<file path="config.mk">
export PLATFORM = sky130hd
export DESIGN_NAME = rdiv64_stage
export DESIGN_NICKNAME = d
export VERILOG_FILES = /design/src/sv/restoring_divider_64_by_32_core_macros.svh /design/src/sv/rdiv64_pkg.sv /design/src/sv/rdiv64_stage.sv
export SDC_FILE = /design/constraint.sdc
export NUM_CORES = 1
export LEC_CHECK = 0
export BUFFER_PORTS_ARGS = -buffer_cell sky130_fd_sc_hd__buf_2
export CORE_MARGIN = 2
export CORE_UTILIZATION = 45
export DETAILED_ROUTE_END_ITERATION = 7
export PLACE_DENSITY = 0.8
export SETUP_SLACK_MARGIN = 0.2
export SKIP_LAST_GASP = 1
export SLEW_MARGIN = 20
export SYNTH_ARGS = -nofsm -noshare
export SYNTH_HDL_FRONTEND = slang
export SYNTH_SLANG_ARGS = --single-unit
</file>
<file path="constraint.sdc">
create_clock -name i_clk -period 4 [get_ports i_clk]
set_input_delay 0.8 -clock i_clk [delete_from_list [all_inputs] [get_ports i_clk]]
set_output_delay 0.8 -clock i_clk [all_outputs]
set_load 0.005 [all_outputs]
</file>
<file path="src/sv/restoring_divider_64_by_32_core_macros.svh">
// Assertion macros for the 64-by-32 restoring divider.
// Depends on nothing; included by files that check their own logic.
`ifndef RESTORING_DIVIDER_64_BY_32_CORE_MACROS_SVH
`define RESTORING_DIVIDER_64_BY_32_CORE_MACROS_SVH
`ifndef SYNTHESIS
// Clocked check, masked while reset is asserted.
`define RDIV64_ASSERT(label, clk, rst_n, prop) \
    label: assert property (@(posedge clk) disable iff (!(rst_n)) (prop)) \
        else $error("rdiv64 assertion failed");
// Clocked check that also holds during reset.
`define RDIV64_ASSERT_ALWAYS(label, clk, prop) \
    label: assert property (@(posedge clk) (prop)) \
        else $error("rdiv64 assertion failed");
`else
`define RDIV64_ASSERT(label, clk, rst_n, prop)
`define RDIV64_ASSERT_ALWAYS(label, clk, prop)
`endif
`endif

</file>
<file path="src/sv/rdiv64_pkg.sv">
// Types and constants shared by the 64-by-32 restoring divider.
// Depends on nothing.
package rdiv64_pkg;

    localparam int unsigned NumBits = 64;
    localparam int unsigned DenBits = 32;

    typedef struct packed {
        logic [NumBits-1:0] dividend;
        logic [DenBits-1:0] divisor;
    } t_div_in;

    typedef struct packed {
        logic [NumBits-1:0] quotient;
        logic [DenBits-1:0] remainder;
        logic               divide_by_zero;
    } t_div_out;

    // One pipeline slot: partial remainder, dividend bits still to come with
    // quotient bits shifted in at the bottom, and the divisor.
    typedef struct packed {
        logic [DenBits-1:0] part;
        logic [NumBits-1:0] numquo;
        logic [DenBits-1:0] divisor;
    } t_stage;

endpackage

</file>
<file path="src/sv/rdiv64_stage.sv">
// One restoring shift-and-subtract step of the divider, registered.
// Depends on rdiv64_pkg.
module rdiv64_stage (
    input  logic               i_clk,
    input  logic               i_rst_n,
    input  logic               i_valid,
    input  rdiv64_pkg::t_stage i_stage,
    output logic               o_valid,
    output rdiv64_pkg::t_stage o_stage
);

    logic                            w_carry;
    logic [rdiv64_pkg::DenBits-1:0]  w_shifted;
    logic [rdiv64_pkg::DenBits+1:0]  w_diff;
    logic                            w_take;
    logic                            r_valid;
    rdiv64_pkg::t_stage              r_stage;
    rdiv64_pkg::t_stage              n_stage;

    always_comb begin
        w_carry   = i_stage.part[rdiv64_pkg::DenBits-1];
        w_shifted = {i_stage.part[rdiv64_pkg::DenBits-2:0],
                     i_stage.numquo[rdiv64_pkg::NumBits-1]};
        // 34-bit difference: top bit is the borrow of the 33-bit compare
        w_diff    = {1'b0, w_carry, w_shifted} - {2'b00, i_stage.divisor};
        w_take    = ~w_diff[rdiv64_pkg::DenBits+1];
        n_stage.part    = w_take ? w_diff[rdiv64_pkg::DenBits-1:0] : w_shifted;
        n_stage.numquo  = {i_stage.numquo[rdiv64_pkg::NumBits-2:0], w_take};
        n_stage.divisor = i_stage.divisor;
    end

    always_ff @(posedge i_clk) begin
        if (!i_rst_n) begin
            r_valid <= 1'b0;
        end else begin
            r_valid <= i_valid;
        end
    end

    always_ff @(posedge i_clk) begin
        r_stage <= n_stage;
    end

    assign o_valid = r_valid;
    assign o_stage = r_stage;

endmodule

</file>
==> impl_metrics.prom <==
# TYPE chip_impl_metric gauge
chip_impl_info{name="status",value="completed"} 1
chip_impl_info{name="crit_path_cell_trace",value="buf_2 > inv_1 > ha_1 > inv_1 > fa_1 > a211oi_1 > o211a_1 > o31ai_1 > o41a_1 > a41oi_1 > o21ai_0 > a21boi_0 > mux2_4"} 1
chip_impl_metric{name="yosysWarningCount",unit=""} 0
chip_impl_metric{name="ir_drop",unit="mV"} 0.399
chip_impl_metric{name="fin_total_pwr",unit="mW"} 3.61
chip_impl_metric{name="report.final.setup_viol",unit=""} 0
chip_impl_info{name="cpLargestDelayFamily",value="compound AO/OA/AOI/OAI gates"} 1
chip_impl_metric{name="async_reset_ff_frac",unit=""} 0
chip_impl_info{name="hp-class",value="in2reg"} 1
chip_impl_info{name="cts_root_buf",value="clkbuf_8"} 1
chip_impl_info{name="critical_path.slowest_cell",value="o41a_1"} 1
chip_impl_info{name="end_kind",value="register"} 1
chip_impl_metric{name="power.combinational.fraction",unit=""} 0.189
chip_impl_metric{name="drt_first_iter_violations",unit=""} 284
chip_impl_info{name="layout.cells.most_common_list",value="buf_2 (259), dfxtp_1 (129), inv_1 (41), a21oi_1 (32), ha_1 (32)"} 1
chip_impl_metric{name="design.die.area",unit="um2"} 12000
chip_impl_metric{name="synth_nets",unit=""} 615
chip_impl_metric{name="portBuffers",unit=""} 259
chip_impl_info{name="rsz0062_at_grt",value="false"} 1
chip_impl_info{name="crit_top_cell",value="inv_1"} 1
chip_impl_metric{name="nFillCells",unit=""} 840
chip_impl_metric{name="place_hpwl",unit="um"} 11700
chip_impl_metric{name="groute.usage.overall",unit=""} 0.240
chip_impl_metric{name="placementRows",unit=""} 38
chip_impl_metric{name="worst_slew_pin_slew",unit="ns"} 0.483
chip_impl_metric{name="postSynthCellCount",unit=""} 451
chip_impl_metric{name="cp_slowest_stage_delay",unit="ns"} 0.46
chip_impl_metric{name="report.final.hold_viol_count",unit=""} 0
chip_impl_metric{name="tns",unit="ns"} 0
chip_impl_metric{name="dpl_cell_area",unit="um2"} 6410
chip_impl_metric{name="cts.path.max_buffers",unit=""} 2
chip_impl_metric{name="cts_hold_buffers",unit=""} 0
chip_impl_info{name="tritoncts",value="yes"} 1
chip_impl_info{name="setup.worst_path.start_class",value="input port"} 1
chip_impl_metric{name="remaining_drc_errors",unit=""} 0
chip_impl_metric{name="first_global_vias",unit=""} 4413
chip_impl_metric{name="timing.critical_path.arrival",unit="ns"} 3.81
chip_impl_metric{name="placed_cells",unit=""} 845
chip_impl_metric{name="routed_wire_length_per_instance",unit="um"} 17.0
chip_impl_metric{name="count_of_clock_tree_sinks",unit=""} 129
chip_impl_metric{name="setup_slack",unit="ns"} 0.605
chip_impl_metric{name="synth-seq-area-share",unit=""} 0.517
chip_impl_metric{name="cts_setup_buffers",unit=""} 0
chip_impl_metric{name="worstSetupPathDepth",unit=""} 13
chip_impl_metric{name="layout-drive-gt1-share",unit=""} 0.442
chip_impl_metric{name="grt_first_pass_wirelength",unit="um"} 21300
chip_impl_metric{name="total_leakage_power",unit="nW"} 3.58
chip_impl_metric{name="overflow",unit=""} 0
chip_impl_metric{name="final_design_area_no_fill",unit="um2"} 6980
chip_impl_metric{name="syn_to_final_growth",unit="%"} 39.8
chip_impl_metric{name="final_nets",unit=""} 888
chip_impl_metric{name="power_per_cell_area",unit="nW/um2"} 517
chip_impl_metric{name="crit_fanout",unit=""} 4
chip_impl_info{name="crit_type",value="in2reg"} 1
chip_impl_metric{name="antenna_found_initial",unit=""} 3
chip_impl_metric{name="maxClockFrequency",unit="MHz"} 295
chip_impl_metric{name="chipHeight",unit="um"} 109
chip_impl_metric{name="maxCapViolCount",unit=""} 0
chip_impl_metric{name="synth.ff_latch_count",unit=""} 129
chip_impl_metric{name="core",unit="um2"} 10800
chip_impl_metric{name="drt-pass1-iter-count",unit=""} 4
chip_impl_metric{name="timing.final.max_slew_violations",unit=""} 0
chip_impl_metric{name="timing.slew.headroom",unit=""} 0.676
chip_impl_metric{name="finish.cell_count_without_fillers",unit=""} 879
chip_impl_metric{name="detailroute.via_count",unit=""} 4448
chip_impl_metric{name="worst-path-buf-inv",unit=""} 3
chip_impl_metric{name="final_weighted_congestion_in_routability_driven_placement",unit=""} 0.897
chip_impl_metric{name="final_min_period_over_clock_period",unit=""} 0.849
chip_impl_metric{name="hold-path-cell-count",unit=""} 1
chip_impl_metric{name="pwr-share-seq",unit=""} 0.400
chip_impl_metric{name="number_of_enable_flip_flop_cells_after_synthesis",unit=""} 0
chip_impl_info{name="synth_area_leader_cell",value="dfxtp_1"} 1
chip_impl_metric{name="synth_top_area_frac",unit=""} 0.517
chip_impl_metric{name="internal-power",unit="mW"} 2.66
chip_impl_metric{name="initial_core_util",unit=""} 0.461
chip_impl_info{name="yosys-top-cells-area",value="dfxtp_1 (52%), ha_1 (8.0%), mux2_4 (7.5%)"} 1
chip_impl_metric{name="period_needed",unit="ns"} 3.40
chip_impl_metric{name="power.clock.fraction",unit=""} 0.411
chip_impl_metric{name="postSynthAreaPerCell",unit="um2"} 11.1
chip_impl_metric{name="cp_data_required_time",unit="ns"} 4.41
chip_impl_metric{name="cts.repair.resized",unit=""} 0
chip_impl_info{name="yosys_most_used_dff",value="dfxtp_1"} 1
chip_impl_metric{name="synth_cell_type_count",unit=""} 53
chip_impl_metric{name="floorplan.die.width",unit="um"} 109
chip_impl_metric{name="htreeDepth",unit=""} 4
chip_impl_metric{name="path_clk_slew",unit="ns"} 0.06
chip_impl_metric{name="psw",unit="uW"} 945
chip_impl_metric{name="p_sw_frac",unit=""} 0.262
chip_impl_metric{name="pre_cts_slack",unit="ns"} 0.157
chip_impl_metric{name="numCtsBuffers",unit=""} 17
chip_impl_metric{name="synth_area",unit="um2"} 5000
chip_impl_metric{name="drt-total-wl",unit="um"} 15000
chip_impl_metric{name="final_antenna_violating_net_count",unit=""} 0
chip_impl_metric{name="grt_start_max_net_pins",unit=""} 19
chip_impl_info{name="most_common_library_cell_in_the_layout_ignoring_fill_and_taps",value="buf_2"} 1
chip_impl_metric{name="floorplan.io_pins",unit=""} 260
chip_impl_metric{name="routed_via_density",unit=""} 5.06
## stage by stage
step | hold WS, ns | util
floorplan | 0.828 | -
global placement | 0.902 | 0.591
detailed placement | 0.904 | 0.591
CTS | 0.352 | 0.644
global route | 0.338 | 0.644
finish | 0.369 | 0.644
## synthesized netlist by cell type, drive strengths merged, types with 4 or more instances
| master | instances |
|---|---|
| and3 | 6 |
| nand2 | 23 |
| mux2i | 6 |
| nand2b | 4 |
| xor2 | 7 |
| o21ai | 18 |
| a211oi | 5 |
| o21a | 6 |
| nor2 | 16 |
| nand4 | 6 |
| o211ai | 4 |
| inv | 41 |
| o31ai | 5 |
| a21o | 7 |
| nor3 | 6 |
| xnor2 | 17 |
| a31oi | 4 |
| o21bai | 4 |
| mux2 | 27 |
| buf | 8 |
| dfxtp | 129 |
| nand3 | 5 |
| a21oi | 33 |
| ha | 32 |
## power groups by stage
stage	sequential [mW]	clock, mW	combinational, mW
after detailed placement	1.47	0	0.674
after floorplan	1.49	0	0.384
after global routing	1.46	1.55	0.743
final	1.44	1.48	0.681
after CTS	1.45	1.50	0.682
after global placement	1.47	0	0.652
## flip-flops by register name, indices dropped and copies added, names as in the netlist
signal,count
o_valid,1
o_stage,128
## cells by family after synthesis
kind of cell,synth area share
flops,0.517
compound gates,0.137
simple gates,0.0811
buf+inv,0.0468
mux,0.0917
fa+ha+maj,0.0841
xor+xnor,0.0421
## area by class of cell
class                      instances  area, um2  area share
sequential                       129       2580       0.370
multi-input combinational        273       2180       0.312
timing repair buffer             262       1320       0.189
clock buffer                      20        435      0.0623
tap                              140        175      0.0251
inverter                          41        154      0.0220
clock inverter                    12        134      0.0192
antenna                            2       5.00    0.000717
## worst paths after layout
| check | startpoint | to | slack [ns] |
|---|---|---|---|
| max | i_stage[95] | o_stage[124] | 0.60 |
| min | i_stage[67] | o_stage[68] | 0.37 |
## routing by layer
layer,track usage,part of all wire
met1,0.245,0.37
met2,0.424,0.50
met3,0.105,0.098
met4,0.107,0.030
met5,0,0.00087
No activity file was read; power rests on OpenSTA's default activity.
